## config.mk

```make
export PLATFORM = sky130hd
export DESIGN_NAME = base64_stream_encoder
export DESIGN_NICKNAME = d
export VERILOG_FILES = /design/src/hw/rtl/b64e_pkg.sv /design/src/hw/rtl/b64e_front.sv /design/src/hw/rtl/b64e_queue.sv /design/src/hw/rtl/b64e_back.sv /design/src/hw/rtl/base64_stream_encoder.sv
export SDC_FILE = /design/constraint.sdc
export NUM_CORES = 1
export LEC_CHECK = 0
export BUFFER_PORTS_ARGS = -buffer_cell sky130_fd_sc_hd__buf_2
export CORE_ASPECT_RATIO = 1.25
export CORE_UTILIZATION = 58
export CTS_CLUSTER_DIAMETER = 80
export DETAILED_ROUTE_END_ITERATION = 8
export PLACE_DENSITY = 0.85
export SLEW_MARGIN = 10
export SYNTH_ARGS = -nofsm -noshare
export SYNTH_HDL_FRONTEND = slang
export SYNTH_HIERARCHICAL = 1
export SYNTH_SLANG_ARGS = --single-unit
```

## constraint.sdc

```tcl
create_clock -name clock -period 2.95 [get_ports clock]
set_input_delay 0.59 -clock clock [delete_from_list [all_inputs] [get_ports clock]]
set_output_delay 0.59 -clock clock [all_outputs]
set_load 0.01 [all_outputs]
```

## src/hw/rtl/b64e_pkg.sv

```systemverilog
// shared types, constants and the alphabet lookup for the base64 stream encoder
// no dependencies
package b64e_pkg;

   localparam int unsigned QueueDepth = 2;
   localparam int unsigned QueuePtrW  = $clog2(QueueDepth);
   localparam int unsigned QueueCntW  = $clog2(QueueDepth + 1);
   localparam int unsigned MaxChars   = 4;
   localparam int unsigned CharIdxW   = $clog2(MaxChars);

   localparam logic [6:0] PadChar = 7'h3D;

   typedef struct packed {
      logic [7:0] data_byte;
      logic       final_byte;
   } req_type;

   typedef struct packed {
      logic [6:0] out_char;
      logic       last_char;
   } rsp_type;

   // characters caused by one input byte, emitted from index 0 up to last_idx
   typedef struct packed {
      logic [MaxChars-1:0][6:0] chars;
      logic [CharIdxW-1:0]      last_idx;
      logic                     ends_msg;
   } job_type;

   typedef enum logic [1:0] {
      PhaseFirst  = 2'd0,
      PhaseSecond = 2'd1,
      PhaseThird  = 2'd2
   } phase_type;

   function automatic logic [6:0] sextet_char(input logic [5:0] s);
      logic [6:0] c;
      if (s < 6'd26) begin
         c = 7'h41 + {1'b0, s};
      end else if (s < 6'd52) begin
         c = 7'h61 + {1'b0, s - 6'd26};
      end else if (s < 6'd62) begin
         c = 7'h30 + {1'b0, s - 6'd52};
      end else if (s == 6'd62) begin
         c = 7'h2B;
      end else begin
         c = 7'h2F;
      end
      return c;
   endfunction

endpackage

```

## src/hw/rtl/b64e_front.sv

```systemverilog
// front end: accepts bytes, tracks the group phase and leftover bits,
// and turns each byte into a job of one to four characters; uses b64e_pkg
module b64e_front
   import b64e_pkg::*;
(
   input  logic    clock,
   input  logic    reset,
   input  logic    req_valid,
   output logic    req_ready,
   input  req_type req_data,
   input  logic    queue_full,
   output logic    push,
   output job_type push_job
);

   phase_type  phase_ff, phase_in;
   logic [3:0] leftover_ff, leftover_in;
   logic       accept;
   logic [7:0] b;

   assign req_ready = !queue_full;
   assign accept    = req_valid && !queue_full;
   assign push      = accept;
   assign b         = req_data.data_byte;

   always_ff @(posedge clock) begin
      if (reset) begin
         phase_ff    <= PhaseFirst;
         leftover_ff <= 4'd0;
      end else begin
         phase_ff    <= phase_in;
         leftover_ff <= leftover_in;
      end
   end

   always_comb begin
      phase_in    = phase_ff;
      leftover_in = leftover_ff;
      push_job    = '0;
      case (phase_ff)
         PhaseSecond: begin
            push_job.chars[0] = sextet_char({leftover_ff[1:0], b[7:4]});
            if (req_data.final_byte) begin
               push_job.chars[1] = sextet_char({b[3:0], 2'b00});
               push_job.chars[2] = PadChar;
               push_job.last_idx = CharIdxW'(2);
               push_job.ends_msg = 1'b1;
               if (accept) begin
                  phase_in    = PhaseFirst;
                  leftover_in = 4'd0;
               end
            end else if (accept) begin
               phase_in    = PhaseThird;
               leftover_in = b[3:0];
            end
         end
         PhaseThird: begin
            push_job.chars[0] = sextet_char({leftover_ff, b[7:6]});
            push_job.chars[1] = sextet_char(b[5:0]);
            push_job.last_idx = CharIdxW'(1);
            push_job.ends_msg = req_data.final_byte;
            if (accept) begin
               phase_in    = PhaseFirst;
               leftover_in = 4'd0;
            end
         end
         default: begin
            // start of a group
            push_job.chars[0] = sextet_char(b[7:2]);
            if (req_data.final_byte) begin
               push_job.chars[1] = sextet_char({b[1:0], 4'b0000});
               push_job.chars[2] = PadChar;
               push_job.chars[3] = PadChar;
               push_job.last_idx = CharIdxW'(3);
               push_job.ends_msg = 1'b1;
               if (accept) begin
                  phase_in    = PhaseFirst;
                  leftover_in = 4'd0;
               end
            end else if (accept) begin
               phase_in    = PhaseSecond;
               leftover_in = {2'b00, b[1:0]};
            end
         end
      endcase
   end

endmodule

```

## src/hw/rtl/b64e_queue.sv

```systemverilog
// short job queue between front and back ends; uses b64e_pkg
module b64e_queue
   import b64e_pkg::*;
(
   input  logic    clock,
   input  logic    reset,
   input  logic    push,
   input  job_type push_job,
   output logic    full,
   input  logic    pop,
   output logic    head_valid,
   output job_type head_job
);

   job_type                entries_ff [QueueDepth];
   logic [QueuePtrW-1:0]   wr_ptr_ff, wr_ptr_in;
   logic [QueuePtrW-1:0]   rd_ptr_ff, rd_ptr_in;
   logic [QueueCntW-1:0]   count_ff, count_in;

   assign full       = (count_ff == QueueCntW'(QueueDepth));
   assign head_valid = (count_ff != '0);
   assign head_job   = entries_ff[rd_ptr_ff];

   function automatic logic [QueuePtrW-1:0] ptr_next(input logic [QueuePtrW-1:0] p);
      logic [QueuePtrW-1:0] n;
      if (p == QueuePtrW'(QueueDepth - 1)) begin
         n = '0;
      end else begin
         n = p + 1'b1;
      end
      return n;
   endfunction

   always_comb begin
      wr_ptr_in = push ? ptr_next(wr_ptr_ff) : wr_ptr_ff;
      rd_ptr_in = pop ? ptr_next(rd_ptr_ff) : rd_ptr_ff;
      count_in  = count_ff + QueueCntW'(push) - QueueCntW'(pop);
   end

   always_ff @(posedge clock) begin
      if (reset) begin
         wr_ptr_ff <= '0;
         rd_ptr_ff <= '0;
         count_ff  <= '0;
      end else begin
         wr_ptr_ff <= wr_ptr_in;
         rd_ptr_ff <= rd_ptr_in;
         count_ff  <= count_in;
      end
   end

   always_ff @(posedge clock) begin
      if (push) begin
         entries_ff[wr_ptr_ff] <= push_job;
      end
   end

endmodule

```

## src/hw/rtl/b64e_back.sv

```systemverilog
// back end: walks the head job into the output register one character per cycle while
// that register is empty or being taken; uses b64e_pkg
module b64e_back
   import b64e_pkg::*;
(
   input  logic    clock,
   input  logic    reset,
   input  logic    head_valid,
   input  job_type head_job,
   output logic    pop,
   output logic    rsp_valid,
   input  logic    rsp_ready,
   output rsp_type rsp_data
);

   logic [CharIdxW-1:0] idx_ff, idx_in;
   logic                rsp_valid_ff, rsp_valid_in;
   rsp_type             rsp_ff, rsp_in;
   logic                load;
   logic                at_end;

   assign load   = head_valid && (!rsp_valid_ff || rsp_ready);
   assign at_end = (idx_ff == head_job.last_idx);
   assign pop    = load && at_end;

   always_comb begin
      idx_in       = idx_ff;
      rsp_in       = rsp_ff;
      rsp_valid_in = rsp_valid_ff && !rsp_ready;
      if (load) begin
         rsp_valid_in       = 1'b1;
         rsp_in.out_char    = head_job.chars[idx_ff];
         rsp_in.last_char   = at_end && head_job.ends_msg;
         idx_in             = at_end ? '0 : idx_ff + 1'b1;
      end
   end

   always_ff @(posedge clock) begin
      if (reset) begin
         idx_ff       <= '0;
         rsp_valid_ff <= 1'b0;
      end else begin
         idx_ff       <= idx_in;
         rsp_valid_ff <= rsp_valid_in;
      end
   end

   always_ff @(posedge clock) begin
      rsp_ff <= rsp_in;
   end

   assign rsp_valid = rsp_valid_ff;
   assign rsp_data  = rsp_ff;

endmodule

```

## src/hw/rtl/base64_stream_encoder.sv

```systemverilog
// Base64 stream encoder (standard alphabet, '=' padding). Takes one byte per item
// with a final flag and returns one ASCII character per result item, the last
// character of a message flagged with last_char. A byte is accepted in any cycle
// in which the two-entry job queue has room; each byte yields one to four
// characters and the back end sends one character per cycle, while the output is
// free or being taken, through a registered output, so the output port sets the
// sustained rate: four characters per three bytes on a long message. A byte's first
// character is registered in the job queue and then in the output register, behind
// any characters queued ahead of it.
// depends on b64e_pkg, b64e_front, b64e_queue, b64e_back
module base64_stream_encoder
   import b64e_pkg::*;
(
   input  logic    clock,
   input  logic    reset,
   input  logic    req_valid,
   output logic    req_ready,
   input  req_type req_data,
   output logic    rsp_valid,
   input  logic    rsp_ready,
   output rsp_type rsp_data
);

   logic    push;
   job_type push_job;
   logic    queue_full;
   logic    pop;
   logic    head_valid;
   job_type head_job;

   b64e_front u_front (
      .clock      (clock),
      .reset      (reset),
      .req_valid  (req_valid),
      .req_ready  (req_ready),
      .req_data   (req_data),
      .queue_full (queue_full),
      .push       (push),
      .push_job   (push_job)
   );

   b64e_queue u_queue (
      .clock      (clock),
      .reset      (reset),
      .push       (push),
      .push_job   (push_job),
      .full       (queue_full),
      .pop        (pop),
      .head_valid (head_valid),
      .head_job   (head_job)
   );

   b64e_back u_back (
      .clock      (clock),
      .reset      (reset),
      .head_valid (head_valid),
      .head_job   (head_job),
      .pop        (pop),
      .rsp_valid  (rsp_valid),
      .rsp_ready  (rsp_ready),
      .rsp_data   (rsp_data)
   );

endmodule

```

==> impl_metrics.tcl, run 1 <==
set metrics [dict create \
    outcome "completed" \
    postPlaceCellArea_sq_um 6200 \
    synthTopCellsByCount "70 x edfxtp_1, 45 x ha_1, 42 x a21oi_1" \
    area_delta_synth_final_pct 7.97 \
    antenna_found_initial 0 \
    clock_latency_ns 0.34 \
    max_freq_ghz 0.401 \
    n_fill_cell 763 \
    grt_max_degree 32 \
    path_cells "buf_2, inv_1, ha_1, nand2b_1, a311oi_1, a211oi_1, a21oi_1, a221oi_1, a21oi_1" \
    synth_cells 581 \
    critPathKind "in2reg" \
    cts.sinks 84 \
    io_pins 23 \
    p_leak_nw 2.46 \
    synth_flop_cell "edfxtp_1" \
    rows 41 \
    start_kind "input pin" \
    chipHeight_microns 116 \
    numPortBuffers 22 \
    synth_edf_count 70 \
    drc_errors 0 \
    total_power_mw 4.12 \
    via_per_inst 6.15 \
    vias 4482 \
    layout.nets 653 \
    drt-initial-drc-count 290 \
    crit_fanout 11 \
    ir_drop_v 0.000357 \
    cp_top_family "compound AO/OA/AOI/OAI gates" \
    crit_arrival_ns 2.56 \
    critPathMaxStageDelay_ns 0.38 \
    cts_tree "yes" \
    crit_top_cell "a21oi_1" \
    ys_seq_elements 84 \
    ys_warn_count 6 \
    wirelength_microns 13400 \
    whs_ns 0.538 \
    clk_pin_slew_ns 0.06 \
    grt_pass1_wl_microns 21300 \
    cts_buffers 9 \
    post_drt_wl_per_cell_microns 18.3 \
    die_x_microns 93.2 \
    syn_area_sq_um 6030 \
    overflow 0 \
    slew_viol_final 0 \
    relSlewSlack_pct 55.8 \
    start_util_pct 59.6 \
    synth.avg_cell_area_sq_um 10.4 \
    dp_hpwl_microns 9860 \
    finalCritPeriodShare_pct 84.4 \
    end_kind "flop" \
    yosys-top-cells-area "edfxtp_1 35%, ha_1 9.3%, mux2_2 6.0%, dfxtp_1 4.7%, xnor2_1 3.8%" \
    power.density_nw_per_um2 633 \
    rsz0062_at_grt "false" \
    grt_pass1_vias 4279 \
    fin_skew_ns 0.00588 \
    die-area_sq_um 10800 \
    multi_input_area_sq_um 3250 \
    cts_buffer_depth 2 \
    yosysMostFrequentCell "edfxtp_1" \
    cp.required_ns 3.02 \
    cts_resized 0 \
    hold_buffers 0 \
    htreeDepth 3 \
    worst-path-buf-inv 2 \
    root_buffer "clkbuf_16" \
    regArea_sq_um 2380 \
    synth_top_cell_area_share_pct 34.9 \
    first_pass_iters 6 \
    hold_path_class "reg2reg" \
    finalSetupViolations 0 \
    slowest_stage "nand2b_1" \
    core_area_sq_um 10100 \
    hold_violations 0 \
    setup-tns-final_ns 0 \
    drv_cap 0 \
    place_congestion 0.935 \
    ys_seq_area_share_pct 39.5 \
    post_cts_buffers 0 \
    gr-usage-all-layers_pct 25.9 \
    fin_area_sq_um 6510 \
    synthArstFlopShare_pct 0 \
    min_period_ns 2.49 \
    drive_gt1_share_pct 19.0 \
    antenna_cells 0 \
    tightest_slew_ns 0.663 \
    synth_top_cell_by_area "edfxtp_1" \
    drtAntennaViolNets 0 \
    synth_cell_types 66 \
]
## worst min-delay path: cells and delay by family, from the launching register on
kind / cells / cell delay, ns
xor+xnor: 1 / 0.10
simple gates: 1 / 0.08
flops: 1 / 0.32
## worst paths after layout
check | depth (start not counted) | end | slack [ns] | start
setup / recovery | 9 | u_queue/entries_ff[0][5] | 0.46 | req_data[8]
hold / removal | 2 | u_queue/rd_ptr_ff | 0.54 | u_queue/rd_ptr_ff
setup reg to reg | 8 | u_queue/entries_ff[0][8] | 0.51 | u_front/leftover_ff[1]
hold reg to reg | 2 | u_queue/rd_ptr_ff | 0.54 | u_queue/rd_ptr_ff
## report_power, final
part           total [mW]  internal (mW)  switching, mW
Combinational        1.33          0.610          0.721
Sequential           1.69           1.61         0.0831
Clock                1.10          0.658          0.440
Total                4.12           2.88           1.24
## metrics by stage
stage	setup slack (ns)	utilization [%]	std cells
global route	0.302	64.4	729
detailed placement	0.142	61.4	713
floorplan	0.198	-	584
finish	0.459	64.4	729
global placement	0.162	61.4	713
CTS	0.501	64.4	729
## cells in the final DEF (no fill, tap or decap), types with 3 or more instances in the layout
| cell | instances |
|---|---|
| edfxtp_1 | 70 |
| ha_1 | 45 |
| a21oi_1 | 42 |
| nand2_1 | 39 |
| mux2_2 | 32 |
| nor2_1 | 31 |
| o21ai_0 | 28 |
| inv_1 | 27 |
| buf_4 | 26 |
| xnor2_1 | 26 |
| buf_2 | 22 |
| xor2_1 | 18 |
| nand3_1 | 17 |
| dfxtp_1 | 14 |
| nor2b_1 | 12 |
| nand2b_1 | 10 |
| a211oi_1 | 10 |
| clkbuf_16 | 9 |
| nor3_1 | 8 |
| o211ai_1 | 7 |
| a21o_1 | 7 |
| a31oi_1 | 6 |
| mux4_2 | 5 |
| clkinv_4 | 4 |
| and2_1 | 4 |
| nor3b_1 | 4 |
| o22ai_1 | 4 |
| a22oi_1 | 4 |
| conb_1 | 4 |
| o2111ai_1 | 3 |
| nand3b_1 | 3 |
| o32ai_1 | 3 |
| a311oi_1 | 3 |
| a221oi_1 | 3 |
| mux2i_1 | 3 |
| nand4_1 | 3 |
| and3_1 | 3 |
## routing by layer
metal | part of all wire (%) | routed length [microns] | vias up | global-route usage (%)
met4 | 3.9 | 523 | 0 | 13.2
met5 | 0 | 0 | - | 0
met2 | 51 | 6880 | 154 | 45.6
met3 | 4.3 | 581 | 39 | 3.94
met1 | 40 | 5390 | 2154 | 30.7
li1 | - | - | 2135 | -
## layout make-up
cell class                      count  share of cell area, %
Inverter                           27                   1.56
Clock buffer                        9                   3.46
Timing Repair Buffer               48                   4.69
Tap cell                          129                   2.48
Sequential cell                    84                   36.6
Multi-Input combinational cell    425                   50.0
Clock inverter                      7                   1.19
## logic make-up after synthesis
group	count (synthesis)	share of synthesized area (%)
muxes	42	9.22
and+or+nand+nor	142	11.6
AOI/OAI and AO/OA	144	15.7
DFF	84	39.5
other	1	0.0622
adders and majority gates	45	9.34
buffers and inverters	75	6.71
xor gates and xnor gates	48	7.77
## registers in the layout (all words and copies together), names as in the netlist, named ones only
register             count
u_queue/entries_ff      62
u_back/rsp_data          8
u_front/leftover_ff      4
u_back/idx_ff            2
u_front/phase_ff         2
u_queue/count_ff         2
u_back/rsp_valid         1
u_queue/rd_ptr_ff        1
u_queue/wr_ptr_ff        1
Power figures use the tool's default switching activity.
==> inputs of run 2 (changes only) <==
==> constraint.sdc (replaced) <==
create_clock -name clock -period 2.4 [get_ports clock]
set_input_delay 0.48 -clock clock [delete_from_list [all_inputs] [get_ports clock]]
set_output_delay 0.48 -clock clock [all_outputs]
set_load 0.01 [all_outputs]
==> impl_metrics.tcl, run 2 (same netlist as run 1, synthesis figures left out) <==
set metrics [dict create \
    outcome "completed" \
    critPathLaunch "u_front/leftover_ff[0]" \
    end_kind "flop" \
    largest_reg_flops 62 \
    cts_buffers 9 \
    worst-path-buf-inv 1 \
    total_power_mw 5.32 \
    finalSetupViolations 0 \
    reg2reg_to "u_queue/entries_ff[0][8]" \
    crit_arrival_ns 2.36 \
    switching_share_pct 30.0 \
    fin_area_sq_um 6910 \
    dp_slack_ns -0.146 \
    p_leak_nw 2.69 \
    vias 4716 \
    endpoint "u_queue/entries_ff[0][8]" \
    area_delta_synth_final_pct 14.7 \
    cts.sinks 84 \
    dp_hpwl_microns 10500 \
    gr-usage-all-layers_pct 27.4 \
    drt-initial-drc-count 453 \
    grt_pass1_vias 4493 \
    hold_path_class "in2reg" \
    rsz0062_at_grt "false" \
    slew_viol_final 0 \
    start_util_pct 59.6 \
    regMostFlops "u_queue/entries_ff" \
    cts_buffer_depth 2 \
    clock_latency_ns 0.34 \
    clockPowerShare_pct 27.7 \
    slowest_stage "o32a_1" \
    place_congestion 0.978 \
    seq_power_share_pct 39.4 \
    cp.required_ns 2.48 \
    wirelength_microns 14300 \
    first_pass_iters 5 \
    mostFrequentLayoutCells "70 x edfxtp_1, 63 x buf_4, 45 x ha_1" \
    drtAntennaViolNets 0 \
    overflow 0 \
    path_cells "buf_12, ha_1, nand2b_1, a21oi_1, a21oi_1, nand2_1, a21oi_1, o32a_1" \
    ir_drop_v 0.000435 \
    r2r_start "u_front/leftover_ff[0]" \
    drv_cap 0 \
    hold_violations 0 \
    die_x_microns 93.2 \
    clk_pin_slew_ns 0.06 \
    rrSetupSlack_ns 0.11 \
    cp_top_family "compound AO/OA/AOI/OAI gates" \
    finalCritPeriodShare_pct 95.2 \
    numPortBuffers 22 \
    hp-start "reset" \
    min_period_ns 2.29 \
    antenna_found_initial 0 \
    relSlewSlack_pct 64.8 \
    switching_power_mw 1.60 \
    htreeDepth 3 \
    start_kind "flop" \
    fin_skew_ns 0.00716 \
    postPlaceCellArea_sq_um 6570 \
    drive_gt1_share_pct 25.0 \
    grt_pass1_wl_microns 22600 \
    die-area_sq_um 10800 \
    ff2ff_path_depth 8 \
    rows 41 \
    layout.nets 694 \
    tightest_slew_ns 0.527 \
    worst_slack_ns 0.115 \
    chipHeight_microns 116 \
    root_buffer "clkbuf_16" \
    max_freq_ghz 0.438 \
    critPathKind "reg2reg" \
    mostFrequentLayoutCell "edfxtp_1" \
    cp.depth 8 \
    io_pins 23 \
    crit_top_cell "a21oi_1" \
    via_per_inst 6.12 \
    pwr-share-comb_pct 32.9 \
    core_area_sq_um 10100 \
    drc_errors 0 \
    cts_tree "yes" \
    crit_fanout 10 \
    antenna_cells 0 \
    cellInternalPower_mw 3.72 \
    power.density_nw_per_um2 770 \
    critPathMaxStageDelay_ns 0.39 \
    n_fill_cell 743 \
    hold_buffers 0 \
    post_drt_wl_per_cell_microns 18.5 \
    grt_max_degree 32 \
]
run 2: changes by cell type in the layout (fill, tap and decap cells not counted), moves of 2 or more:
cell      delta
inv_6        +2
buf_4       +37
clkinv_4     -3
buf_12       +4
run 2: area by class of cell:
class                           instances  area, sq um  area share, %
Timing Repair Buffer                   89          663           9.60
Clock buffer                            9          225           3.26
Tap cell                              129          161           2.34
Sequential cell                        84         2380           34.5
Multi-Input combinational cell        425         3280           47.4
Clock inverter                          7         98.8           1.43
Inverter                               27          101           1.47
run 2: repair_timing:
item | CTS | global route
setup endpoints to repair | 2 | 12
buffers inserted | 0 | 0
pin swaps | 0 | 1
hold endpoints to repair | 0 | 0
resized for setup | 1 | 4
run 2: per-layer routing:
| layer | up-vias | wire length [microns] | track usage (%) |
|---|---|---|---|
| met5 | - | 0 | 0 |
| met4 | 0 | 485 | 12.1 |
| met3 | 44 | 703 | 4.53 |
| met2 | 208 | 7560 | 49.2 |
| met1 | 2239 | 5530 | 32.3 |
| li1 | 2225 | - | - |
run 2: power by group through the flow:
stage	sequential [mW]	combinational, mW	clock (mW)
2_1_floorplan	2.13	1.22	0
3_3_place_gp	2.09	1.65	0
3_5_place_dp	2.12	1.71	0
4_1_cts	2.10	1.74	1.48
5_1_grt	2.12	1.89	1.54
6_report	2.10	1.75	1.47
run 2: worst min path at each step:
| stage | to | slack [ns] | depth (start not counted) |
|---|---|---|---|
| finish | u_queue/wr_ptr_ff | 0.50 | 2 |
| global route | flop | 0.52 | 2 |
| CTS | u_queue/wr_ptr_ff | 0.50 | 2 |
| detailed placement | u_queue/rd_ptr_ff | 0.50 | 2 |
| global placement | flop | 0.49 | 2 |
| floorplan | flop | 0.48 | 2 |
run 2: stage by stage:
stage                     std cells  utilization [%]  TNS [ns]  hold slack (ns)
after floorplan                 584                -         0            0.481
after global placement          754             65.0   -0.0732            0.491
final                           770             68.4         0            0.504
after global routing            770             68.4         0            0.520
after CTS                       770             68.2         0            0.499
after detailed placement        754             65.0    -0.656            0.502
run 2: worst reg2reg max path: cells and delay by family, from the launching register on:
| kind | cells | cell delay [ns] |
|---|---|---|
| AOI/OAI and AO/OA | 4 | 0.77 |
| DFF | 1 | 0.38 |
| and+or+nand+nor | 2 | 0.37 |
| adders and majority gates | 1 | 0.36 |
| buffers and inverters | 1 | 0.14 |
